`src/hw/rtl/egs_pkg.sv`:
```
package egs_pkg;

  // Configuration register indexes
  localparam int CFG_IDX_W = 1;
  localparam logic [CFG_IDX_W-1:0] CFG_EXPONENT  = 1'd0;
  localparam logic [CFG_IDX_W-1:0] CFG_FOCUS_END = 1'd1;

  // Default depth of the queue between front and back
  localparam int QUEUE_DEPTH_DEF = 4;

  // Interval bounds in Q4.28 and fixed-point constants
  localparam logic signed [31:0] UMIN_Q28 = -32'sd53687091;
  localparam logic signed [31:0] UMAX_Q28 = 32'sd322122547;
  localparam logic signed [32:0] ONE_Q28  = 33'sd268435456;
  localparam logic [63:0] ONE_Q32  = 64'h0000_0001_0000_0000;
  localparam logic [63:0] ONE_Q62  = 64'h4000_0000_0000_0000;
  localparam logic [63:0] LN2_Q56  = 64'h00B1_7217_F7D1_CF7A;
  localparam logic [63:0] QPIN     = 64'h7FFF_FFFF_FFFF_FFFF;
  localparam logic signed [63:0] OUT_MAX = 64'sh0000_7FFF_FFFF_FFFF;
  localparam logic signed [63:0] OUT_MIN = -64'sh0000_8000_0000_0000;

  // Configuration seen by front and back
  typedef struct packed {
    logic [31:0] exponent;
    logic        focus_end;
  } egs_cfg_t;

  // One classified request as queued between front and back
  typedef struct packed {
    logic               ident;
    logic signed [32:0] up;
    logic signed [31:0] uc;
    logic signed [33:0] du;
  } egs_item_t;

  // Clamp to the signed 48-bit range; the top bit flags a clamp
  function automatic logic [48:0] clamp48(input logic [63:0] v);
    logic [48:0] res;
    if ($signed(v) > OUT_MAX) begin
      res = {1'b1, OUT_MAX[47:0]};
    end else if ($signed(v) < OUT_MIN) begin
      res = {1'b1, OUT_MIN[47:0]};
    end else begin
      res = {1'b0, v[47:0]};
    end
    return res;
  endfunction

endpackage

```
`src/hw/rtl/egs_front.sv`:
```
module egs_front (
  input  logic               push,
  input  logic [31:0]        uniform_value,
  input  egs_pkg::egs_cfg_t  cfg,
  input  logic               q_full,
  output logic               full,
  output logic               q_wr,
  output egs_pkg::egs_item_t q_item
);
  import egs_pkg::*;

  logic signed [32:0] u_ext;
  logic signed [32:0] up;
  logic signed [31:0] uc;

  // Flip towards the focused end, then clamp into the exponential interval
  always_comb begin
    u_ext = {uniform_value[31], uniform_value};
    up    = cfg.focus_end ? 33'(ONE_Q28 - u_ext) : u_ext;
    if (up < 33'(UMIN_Q28)) begin
      uc = UMIN_Q28;
    end else if (up > 33'(UMAX_Q28)) begin
      uc = UMAX_Q28;
    end else begin
      uc = up[31:0];
    end
  end

  // Classify and hand the request on
  assign q_item.ident = (cfg.exponent == '0);
  assign q_item.up    = up;
  assign q_item.uc    = uc;
  assign q_item.du    = 34'({up[32], up} - {{2{uc[31]}}, uc});
  assign full         = q_full;
  assign q_wr         = push && !q_full;

endmodule

```
`config.mk`:
```
export PLATFORM = sky130hd
export DESIGN_NAME = egs_front
export DESIGN_NICKNAME = d
export VERILOG_FILES = /design/src/hw/rtl/egs_pkg.sv /design/src/hw/rtl/egs_front.sv
export SDC_FILE = /design/constraint.sdc
export NUM_CORES = 1
export LEC_CHECK = 0
export BUFFER_PORTS_ARGS = -buffer_cell sky130_fd_sc_hd__buf_2
export CORE_UTILIZATION = 51
export DETAILED_ROUTE_END_ITERATION = 8
export PLACE_DENSITY = 0.9
export SLEW_MARGIN = 20
export SYNTH_ARGS = -nofsm -noshare
export SYNTH_HDL_FRONTEND = slang
export SYNTH_SLANG_ARGS = --single-unit
```
`constraint.sdc`:
```
create_clock -name vclk -period 8.9
set_clock_uncertainty 0.2 [all_clocks]
set_input_delay 0 -clock vclk [all_inputs]
set_output_delay 0 -clock vclk [all_outputs]
set_load 0.005 [all_outputs]
```
==> key figures <==
Yosys
  – Sequential area share after synthesis: 0%
  – Mapped Area: 3830 um2
  – Post-Synthesis Cells: 589
  – Syn_nets: 689
  – Synth Area in Adders: 11.2%
  – XOR/XNOR share of the synthesized area: 11.9%
  – Largest family of logic cells by synthesized area: compound AO/OA/AOI/OAI gates
  – Post-synthesis mux area share: 1.60%
  – Simple logic cell fraction of the synthesized area: 30.6%
  – Synth top area cells: ha_1, xnor2_1, inv_1, o21ai_0, nand2_1
  – Mean Syn Cell Area: 6.50 um2
  – Yosys cell types: 75
  – Synthesis Warnings: 0
  – Commonest cells in the netlist: inv_1, nand2_1, o21ai_0
  – Count leader, synth: inv_1
  – Synth Area in Compound Gates: 34.5%
  – Top cell type's share of synthesized area: 10.5%
  – Post-synth top area cell: ha_1

Floorplan
  – Chip height: 88.6 um
  – Die area: 7850 um2
  – Die X-Extent: 88.6 um
  – Ports: 169
  – Starting Density: 52.8%
  – Row count: 31
  – Core area: 7250 um2

Placement
  – I/O Buffers: 169
  – Placer Congestion: 1.00
  – DP HPWL: 11,400 um
  – Placed cell area: 4670 um2

Layout
  – CLK BUF: 0
  – FF+latch count: 0
  – Register Area: 0 um2
  – Layout cells sized above 1: 26.6%
  – Filler Cell Count: 700
  – Antenna cells: 0
  – Total Nets Final: 830
  – Final instance area: 4680 um2
  – Area of the multi-input gates: 3440 um2
  – Synth-to-Final Area Change: 22.2%

STA
  – RSZ-0062 raised after global routing: false
  – Period minus WS final: 7.95 ns
  – Setup_tns: 0 ns
  – Final slew viol count: 0
  – Slew @ Worst Pin: 0.799 ns
  – Final Hold Fails: 0
  – Rel. slew slack: 46.3%
  – Part of the cycle the worst path needs: 89.3%
  – Max Clk Rate: 0.126 GHz
  – Final Setup Violations: 0

Route
  – Vias: 5,240
  – First drt pass iteration count: 5
  – Vias per cell: 6.34
  – WL per Instance: 16.6 um
  – Drt drc: 0
  – DRT iter0 DRCs: 443
  – Antenna Nets Post-Route: 0
  – Drt total wl: 13,700 um

Global routing
  – Vias in the first global route: 4,411
  – Largest net degree at the start of global routing: 45
  – Initial antenna violation count: 0
  – Grt total ovfl: 0
  – First-pass GRT wire length: 21,100 um
  – Gr usage total: 33.1%

Min path
  – Hold Path Class: primary input to output port
  – Hold Path Origin: uniform_value[0]
  – Hold-critical path depth: 2
  – Worst Hold Endpoint: q_item[66]

Run status
  – Run status: complete, no violations

Critical path
  – WP buf/inv: 4
  – Crit path largest cell delay: 0.61 ns
  – Startpoint types: primary input
  – Crit-path most repeated cell: o21ai_0
  – Slowest-stage cell, CP: or4_1
  – Kind of critical path: primary input to output port
  – CP endpoint kind: output port
  – Crit path DAT: 7.75 ns
  – Worst path required time: 8.70 ns
  – CP top delay family: simple AND/OR/NAND/NOR gates
  – Max FO, Critical Path: 13

Pwr
  – Worst vdd ir: 0.0447 mV
  – PnR Total Power: 0.558 mW
  – Pwr/cell area: 119 nW/um2
  – Lkg Pwr: 2.22 nW

Flow run
  – Max-Cap Viols: 0

Clock network
  – Cts repair resizes: 0
[logic make-up after synthesis]
family                     count (synthesis)
AOI/OAI and AO/OA                        183
xor gates and xnor gates                  52
adders and majority gates                 34
buffers and inverters                     97
muxes                                      6
and+or+nand+nor                          217
[what timing repair did]
action,in CTS,in global routing
hold buffers,1,0
endpoints found under the hold margin,1,0
buffers inserted,0,0
[worst max-delay path by stage]
stage	start	endpoint	slack [ns]	depth (start not counted)
global placement	uniform_value[0]	q_item[32]	1.46	26
finish	uniform_value[0]	q_item[32]	0.95	26
global route	uniform_value[0]	q_item[32]	0.39	26
detailed placement	uniform_value[0]	q_item[32]	1.11	26
CTS	uniform_value[0]	q_item[32]	1.08	26
floorplan	uniform_value[0]	q_item[32]	2.12	26
[where the power goes]
| part | internal, mW | total (mW) | switching [mW] | leakage (nW) |
|---|---|---|---|---|
| Combinational | 0.238 | 0.558 | 0.320 | 2.22 |
| Sequential | 0 | 0 | 0 | 0 |
| Clock | 0 | 0 | 0 | 0 |
[metal layers]
layer | share of wire (%) | track usage (%) | wire length, um
met5 | 0 | 0 | 0
met4 | 3.0 | 8.94 | 408
met3 | 9.7 | 2.15 | 1330
met2 | 48 | 58.8 | 6610
met1 | 39 | 43.2 | 5380
[final cells by class]
| cell class | instances | share of cell area, % |
|---|---|---|
| Timing Repair Buffer | 173 | 18.8 |
| Multi-Input combinational cell | 492 | 73.5 |
| Tap cell | 99 | 2.65 |
| Inverter | 63 | 5.06 |
[cells in the final DEF (no fill, tap or decap), types with 5 or more instances in the layout]
master and count:
buf_2 169, inv_1 62, nand2_1 45, o21ai_0 42, nor2_1 39, xnor2_1 37, ha_1 32, a21oi_1 30
nor4_1 22, nor3_1 18, o31ai_1 15, xor2_1 15, or3_1 14, nand3_1 12, and2_1 11, a211oi_1 10
o41ai_1 9, nand2b_1 9, o211ai_1 9, nand4_1 8, nor2b_1 8, and3_1 8, a31oi_1 7, a21o_1 7
mux2i_1 5, a41oi_1 5
[per-stage QoR]
step                      setup slack [ns]  std cells  hold WS (ns)  util, %
after floorplan                       2.12        589        -0.170        -
after global placement                1.46        826       -0.0110     64.3
after detailed placement              1.11        826       -0.0144     64.3
after CTS                             1.08        827        0.0845     64.5
after global routing                 0.392        827         0.101     64.5
final                                0.952        827        0.0824     64.5
No activity file was read; power rests on OpenSTA's default activity.
