## src/hw/rtl/egs_pkg.sv

```systemverilog
package egs_pkg;

  // Configuration register indexes
  localparam int CFG_IDX_W = 1;
  localparam logic [CFG_IDX_W-1:0] CFG_EXPONENT  = 1'd0;
  localparam logic [CFG_IDX_W-1:0] CFG_FOCUS_END = 1'd1;

  // Default depth of the queue between front and back
  localparam int QUEUE_DEPTH_DEF = 4;

  // Interval bounds in Q4.28 and fixed-point constants
  localparam logic signed [31:0] UMIN_Q28 = -32'sd53687091;
  localparam logic signed [31:0] UMAX_Q28 = 32'sd322122547;
  localparam logic signed [32:0] ONE_Q28  = 33'sd268435456;
  localparam logic [63:0] ONE_Q32  = 64'h0000_0001_0000_0000;
  localparam logic [63:0] ONE_Q62  = 64'h4000_0000_0000_0000;
  localparam logic [63:0] LN2_Q56  = 64'h00B1_7217_F7D1_CF7A;
  localparam logic [63:0] QPIN     = 64'h7FFF_FFFF_FFFF_FFFF;
  localparam logic signed [63:0] OUT_MAX = 64'sh0000_7FFF_FFFF_FFFF;
  localparam logic signed [63:0] OUT_MIN = -64'sh0000_8000_0000_0000;

  // Configuration seen by front and back
  typedef struct packed {
    logic [31:0] exponent;
    logic        focus_end;
  } egs_cfg_t;

  // One classified request as queued between front and back
  typedef struct packed {
    logic               ident;
    logic signed [32:0] up;
    logic signed [31:0] uc;
    logic signed [33:0] du;
  } egs_item_t;

  // Clamp to the signed 48-bit range; the top bit flags a clamp
  function automatic logic [48:0] clamp48(input logic [63:0] v);
    logic [48:0] res;
    if ($signed(v) > OUT_MAX) begin
      res = {1'b1, OUT_MAX[47:0]};
    end else if ($signed(v) < OUT_MIN) begin
      res = {1'b1, OUT_MIN[47:0]};
    end else begin
      res = {1'b0, v[47:0]};
    end
    return res;
  endfunction

endpackage

```

## src/hw/rtl/egs_fifo.sv

```systemverilog
module egs_fifo #(
  parameter int DEPTH = egs_pkg::QUEUE_DEPTH_DEF
) (
  input  logic                clk,
  input  logic                rst,
  input  logic                wr,
  input  egs_pkg::egs_item_t  wr_item,
  input  logic                rd,
  output egs_pkg::egs_item_t  rd_item,
  output logic                full,
  output logic                empty
);
  import egs_pkg::*;

  localparam int PTR_W = (DEPTH > 1) ? $clog2(DEPTH) : 1;
  localparam int CNT_W = $clog2(DEPTH + 1);

  egs_item_t          mem [DEPTH];
  logic [PTR_W-1:0]   wptr;
  logic [PTR_W-1:0]   rptr;
  logic [CNT_W-1:0]   count;

  assign full    = (count == CNT_W'(DEPTH));
  assign empty   = (count == '0);
  assign rd_item = mem[rptr];

  // Store the request at the write pointer
  always_ff @(posedge clk) begin
    if (wr) begin
      mem[wptr] <= wr_item;
    end
  end

  // Advance pointers and track fill level
  always_ff @(posedge clk) begin
    if (rst) begin
      wptr  <= '0;
      rptr  <= '0;
      count <= '0;
    end else begin
      if (wr) begin
        wptr <= (wptr == PTR_W'(DEPTH - 1)) ? '0 : wptr + 1'b1;
      end
      if (rd) begin
        rptr <= (rptr == PTR_W'(DEPTH - 1)) ? '0 : rptr + 1'b1;
      end
      if (wr && !rd) begin
        count <= count + 1'b1;
      end else if (rd && !wr) begin
        count <= count - 1'b1;
      end
    end
  end

  a_no_overflow: assert property (@(posedge clk) disable iff (rst) wr |-> (!full || rd))
    else $error("queue written while full");
  a_no_underflow: assert property (@(posedge clk) disable iff (rst) rd |-> !empty)
    else $error("queue read while empty");
  a_count_range: assert property (@(posedge clk) disable iff (rst) count <= CNT_W'(DEPTH))
    else $error("queue count out of range");

endmodule

```

## config.mk

```make
export PLATFORM = sky130hd
export DESIGN_NAME = egs_fifo
export DESIGN_NICKNAME = d
export VERILOG_FILES = /design/src/hw/rtl/egs_pkg.sv /design/src/hw/rtl/egs_fifo.sv
export SDC_FILE = /design/constraint.sdc
export NUM_CORES = 1
export LEC_CHECK = 0
export ABC_CLOCK_PERIOD_IN_PS = 10300
export BUFFER_PORTS_ARGS = -buffer_cell sky130_fd_sc_hd__buf_2
export CELL_PAD_IN_SITES_DETAIL_PLACEMENT = 1
export CELL_PAD_IN_SITES_GLOBAL_PLACEMENT = 1
export CORE_UTILIZATION = 42
export DETAILED_ROUTE_END_ITERATION = 8
export PLACE_DENSITY = 0.71
export SYNTH_ARGS = -nofsm -noshare
export SYNTH_HDL_FRONTEND = slang
export SYNTH_SLANG_ARGS = --single-unit
```

## constraint.sdc

```tcl
create_clock -name clk -period 10.3 [get_ports clk]
set_clock_uncertainty 0.05 [all_clocks]
set_input_delay 1.03 -clock clk [delete_from_list [all_inputs] [get_ports clk]]
set_output_delay 1.03 -clock clk [all_outputs]
set_load 0.02 [all_outputs]
```

==> results of run 1 <==
## flip-flops by register name (all words and copies together) (netlist names), named ones only
signal,count
mem,400
wptr,2
count,3
rptr,2
## logic make-up (layout without fill, tap and decap cells)
family	Yosys count	count (layout)	share of synthesized area, %
AO/OA/AOI/OAI	3	3	0.1003
XOR/XNOR	2	2	0.1170
adder cells (fa/ha/maj)	7	7	0.6352
buffers and inverters	26	296	1.872
flip-flops	409	409	81.44
multiplexers	104	104	15.31
other	0	2	0
AND/OR/NAND/NOR	15	15	0.5182
## worst min path at each step
stage,to,slack (ns),cells after the start
finish,count[2]$_SDFFE_PP0P_,0.49,2
CTS,count[2]$_SDFFE_PP0P_,0.50,2
detailed placement,count[2]$_SDFFE_PP0P_,0.49,2
global placement,count[2]$_SDFFE_PP0P_,0.44,2
floorplan,count[2]$_SDFFE_PP0P_,0.41,2
global route,count[2]$_SDFFE_PP0P_,0.54,2
## through the flow
step	setup WS, ns	util (%)	std cells
after global routing	5.209	51.01	1291
after floorplan	6.441	-	566
after global placement	6.040	47.04	1211
final	5.616	51.02	1293
after detailed placement	5.999	47.04	1211
after CTS	5.398	51.01	1291
## cell type report
type / count / area (sq um) / area share [%]
diodes: 2 / 5.005 / 0.02819
clock buffers: 51 / 1127 / 6.350
clock inverters: 29 / 252.7 / 1.424
inverters: 4 / 15.01 / 0.08457
multi-input cells: 131 / 2507 / 14.12
flip-flops and latches: 409 / 12200 / 68.71
well taps: 455 / 569.3 / 3.206
repair buffers: 212 / 1079 / 6.075
## per-layer routing
metal	global-route usage [%]	vias up
li1	-	2921
met1	20.39	3519
met2	27.88	200
met3	4.141	46
met4	4.708	6
met5	0	-
## power breakdown
| group | internal [mW] | switching (mW) |
|---|---|---|
| Combinational | 0.133 | 0.201 |
| Clock | 0.866 | 0.628 |
| Sequential | 1.91 | 0.0280 |
| Total | 2.91 | 0.857 |
## cells in the mapped netlist
library cell    n
fa_1            1
a21oi_1         2
nor2_1          7
ha_1            6
buf_12         10
o21ai_0         1
dfxtp_1         9
buf_2          10
mux2i_1         4
xor2_1          2
nor3b_1         2
edfxtp_1      400
buf_6           1
nor3_1          1
inv_1           4
mux4_2        100
buf_1           1
and2_1          4
or3_1           1
## worst max-delay path: stages (launching register included)
cell and delay, ns:
dfxtp_4 0.73, buf_4 0.60, buf_4 0.83, mux4_2 0.63, buf_2 0.18
==> flow_summary.json, run 1 <==
{
  "arrival_ns": 3.60,
  "final_common_cell": "edfxtp_1",
  "globalplace.congestion": 0.6650,
  "cts_hold_buffers": 0,
  "clk_pin_slew_ns": 0.06,
  "cp-end-kind": "primary output",
  "reg2reg_slack_ns": 7.78,
  "highest_layer": "met5",
  "grt_overflow": 0,
  "ant_nets": 0,
  "areaGrowthSynthToFinish_pct": 18.61,
  "drc_errors": 0,
  "power_mw": 3.764,
  "cts_tree": "yes",
  "maxCapViolCount": 0,
  "grt_max_degree": 60,
  "ir_drop_mv": 0.1668,
  "cts-root-buf": "clkbuf_16",
  "cts_buffers": 43,
  "ys_seq_elements": 409,
  "timing.final.crit_period_ns": 4.684,
  "min_period_over_period_pct": 45.47,
  "drt_iter0_markers": 322,
  "holdCritStartpoint": "count[2]$_SDFFE_PP0P_",
  "hold-worst-slack_ns": 0.4874,
  "setup_tns_ns": 0,
  "final_cell_mix": "edfxtp_1 (400), buf_2 (205), mux4_2 (100)",
  "dieArea_sq_um": 36400,
  "outcome": "completed",
  "grt_pass1_wl_um": 43570,
  "n_fill_cell": 3108,
  "netlist_instances": 566,
  "fp.dieH_um": 190.8,
  "placement.io_buffers": 205,
  "antenna_found_initial": 4,
  "max_freq_mhz": 213.5,
  "endpoint": "rd_item[95]",
  "drt-vias-per-instance": 5.176,
  "grt_usage_pct": 16.28,
  "wl_met3_um": 1722,
  "htree_levels": 2,
  "hpwl_um": 16840,
  "r2r_cells": 3,
  "fp.dieW_um": 190.8,
  "timing.slew.headroom_pct": 36.24,
  "syn_area_sq_um": 14970,
  "synth_area_per_cell_sq_um": 26.45,
  "boundaryPins": 206,
  "clockBufferDepth": 3,
  "worst-setup-path-type": "register to primary output",
  "cts_num_sinks": 409,
  "firstDrtPassIters": 4,
  "cts_resized": 0,
  "synth_top_area_share_pct": 80.24,
  "slew_viol_final": 0,
  "synth_area_leaders": "edfxtp_1 (80%), mux4_2 (15%), buf_12 (1.3%)",
  "dpl_cell_area_sq_um": 16370,
  "p_leak_nw": 5.953,
  "hold_violations": 0,
  "rsz0062_at_grt": "false",
  "yosysTopAreaCell": "edfxtp_1",
  "seq_area_frac_synth_pct": 81.44,
  "vias": 6692,
  "first_global_vias": 7445,
  "setup_violations": 0,
  "drive_gt1_share_pct": 45.93,
  "synth.distinct_cells": 19,
  "synth_nets": 677,
  "core_area_sq_um": 34800,
  "wl_met1_um": 11820,
  "r2r-start": "wptr[0]$_SDFFE_PP0P_",
  "final_nets": 912,
  "powerDensity_nw_per_um2": 212.0,
  "start_kind": "register",
  "r2r_end": "mem[3][51]$_DFFE_PP_",
  "worstMarginPinSlew_ns": 0.9565,
  "clk_latency_ns": 0.54,
  "wl_met2_um": 14750,
  "ys_warn_count": 0,
  "post_cts_buffers": 0,
  "final_cell_area_sq_um": 17750,
  "start_util_pct": 43.02,
  "wire_per_inst_um": 22.36,
  "routed_wl_um": 28910,
  "cp_max_fo": 43,
  "core.rowCount": 68,
  "critPathRequiredTime_ns": 9.22,
  "hold_path_class": "register to register"
}
Power figures use the tool's default switching activity.
==> run 2, diff against run 1 <==
--- a/config.mk
+++ b/config.mk
@@ -5,13 +5,13 @@
 export SDC_FILE = /design/constraint.sdc
 export NUM_CORES = 1
 export LEC_CHECK = 0
-export ABC_CLOCK_PERIOD_IN_PS = 10300
+export ABC_CLOCK_PERIOD_IN_PS = 4260
 export BUFFER_PORTS_ARGS = -buffer_cell sky130_fd_sc_hd__buf_2
 export CELL_PAD_IN_SITES_DETAIL_PLACEMENT = 1
 export CELL_PAD_IN_SITES_GLOBAL_PLACEMENT = 1
 export CORE_UTILIZATION = 42
 export DETAILED_ROUTE_END_ITERATION = 8
-export PLACE_DENSITY = 0.71
+export PLACE_DENSITY = 0.73
 export SYNTH_ARGS = -nofsm -noshare
 export SYNTH_HDL_FRONTEND = slang
 export SYNTH_SLANG_ARGS = --single-unit
==> constraint.sdc (replaced) <==
create_clock -name clk -period 4.26 [get_ports clk]
set_clock_uncertainty 0.05 [all_clocks]
set_input_delay 0.426 -clock clk [delete_from_list [all_inputs] [get_ports clk]]
set_output_delay 0.426 -clock clk [all_outputs]
set_load 0.02 [all_outputs]
==> run 2 against run 1 <==
Compared with the run above:
- sequential power is 140% higher
- routed wire length is 2.9% higher
- register-to-register slack worse by 5.6 ns
- die area stayed put
- via count is 0.31% lower
- critical endpoint is now rd_item[89]
- largest cell class unchanged
- highest routed layer unchanged
==> flow_summary.json, run 2 (synthesis results as in run 1) <==
{
  "clk_latency_ns": 0.53,
  "firstDrtPassIters": 4,
  "wl_met1_um": 12200,
  "timing.slew.headroom_pct": 42.91,
  "start_kind": "register",
  "cts_tree": "yes",
  "ir_drop_mv": 0.3615,
  "wire_per_inst_um": 23.03,
  "drc_errors": 0,
  "max_freq_mhz": 345.8,
  "dieArea_sq_um": 36400,
  "areaGrowthSynthToFinish_pct": 18.33,
  "placement.io_buffers": 205,
  "htree_levels": 2,
  "hold_violations": 0,
  "largest_reg_flops": 400,
  "rsz0062_at_grt": "false",
  "slew_viol_final": 0,
  "first_global_vias": 7492,
  "drive_gt1_share_pct": 44.42,
  "ant_nets": 0,
  "boundaryPins": 206,
  "final_cell_area_sq_um": 17710,
  "highest_layer": "met5",
  "globalplace.congestion": 0.6959,
  "worstMarginPinSlew_ns": 0.8564,
  "clk_pin_slew_ns": 0.06,
  "min_period_over_period_pct": 67.88,
  "cts_hold_buffers": 0,
  "dpl_cell_area_sq_um": 16450,
  "hpwl_um": 17700,
  "final_nets": 912,
  "core.rowCount": 68,
  "final_cell_mix": "edfxtp_1 (400), buf_2 (205), mux4_2 (100)",
  "post_cts_buffers": 0,
  "outcome": "completed",
  "clockBufferDepth": 3,
  "final_common_cell": "edfxtp_1",
  "p_leak_nw": 5.914,
  "power_mw": 8.849,
  "top_regs": "mem: 400 flops, count: 3 flops",
  "routed_wl_um": 29760,
  "wl_met3_um": 1585,
  "vias": 6671,
  "antenna_found_initial": 5,
  "drt-vias-per-instance": 5.163,
  "maxCapViolCount": 0,
  "setup_tns_ns": 0,
  "cts-root-buf": "clkbuf_16",
  "setup_violations": 0,
  "grt_pass1_wl_um": 44910,
  "start_util_pct": 43.02,
  "fin_ws_ns": 1.368,
  "core_area_sq_um": 34800,
  "powerDensity_nw_per_um2": 499.6,
  "cts_resized": 0,
  "cts_num_sinks": 409,
  "cp_max_fo": 52,
  "cp-end-kind": "primary output",
  "grt_max_degree": 61,
  "drt_iter0_markers": 297,
  "fp.dieH_um": 190.8,
  "top_register": "mem",
  "worst-setup-path-type": "register to primary output",
  "grt_usage_pct": 16.75,
  "grt_overflow": 0,
  "arrival_ns": 2.42,
  "wl_met2_um": 15300,
  "timing.final.crit_period_ns": 2.892,
  "critPathRequiredTime_ns": 3.78,
  "fp.dieW_um": 190.8,
  "cts_buffers": 42,
  "hold_path_class": "input port to register",
  "dp_slack_ns": 1.855
}
## run 2: cell types whose count changed in the layout (fill, tap and decap cells not counted), sizes merged
cell | before | now
buf | 212 | 213
bufinv | 3 | 1
clkbuf | 51 | 57
clkinv | 19 | 16
clkinvlp | 3 | 0
diode | 2 | 4
inv | 8 | 6
## run 2: path summary, 6_finish.rpt
kind	startpoint	endpoint	slack, ns	depth (start not counted)
worst min-delay path	wr_item[91]	mem[2][91]$_DFFE_PP_	0.05	1
worst max register to register	wptr[0]$_SDFFE_PP0P_	mem[0][11]$_DFFE_PP_	2.18	4
worst max-delay path	register	rd_item[89]	1.37	3
worst min register to register	count[2]$_SDFFE_PP0P_	count[2]$_SDFFE_PP0P_	0.50	2
## run 2: area by class of cell
cell class / instances / area, sq um
tap: 455 / 569.3
inverter: 4 / 15.01
clock buffer: 57 / 1127
multi-input combinational: 131 / 2507
antenna: 4 / 10.01
timing repair buffer: 213 / 1161
clock inverter: 19 / 123.9
fill: 3093 / 17090
sequential: 409 / 12200
## run 2: report_power, final
part	leakage [nW]	internal, mW	switching, mW
registers	3.75	4.61	0.0628
clock network	0.608	1.91	1.43
logic	1.56	0.333	0.502
total	5.91	6.86	1.99
## run 2: worst max-delay path, stage by stage, from the launching register on
cell	delay, ns
dfxtp_4	0.90
buf_12	0.36
mux4_2	0.38
buf_2	0.18
## run 2: layer usage
layer,vias to the layer above,GRT usage (%)
met4,4,5.754
met3,51,3.975
met2,178,28.43
met5,-,0
met1,3512,21.03
li1,2926,-
## run 2: metrics by stage
stage	utilization [%]	std cells	hold WS (ns)
2_1_floorplan	-	566	0.4103
3_3_place_gp	47.28	1212	0.4469
3_5_place_dp	47.28	1212	0.4880
4_1_cts	50.87	1288	0.01658
5_1_grt	50.88	1289	0.02463
6_report	50.90	1292	0.04903
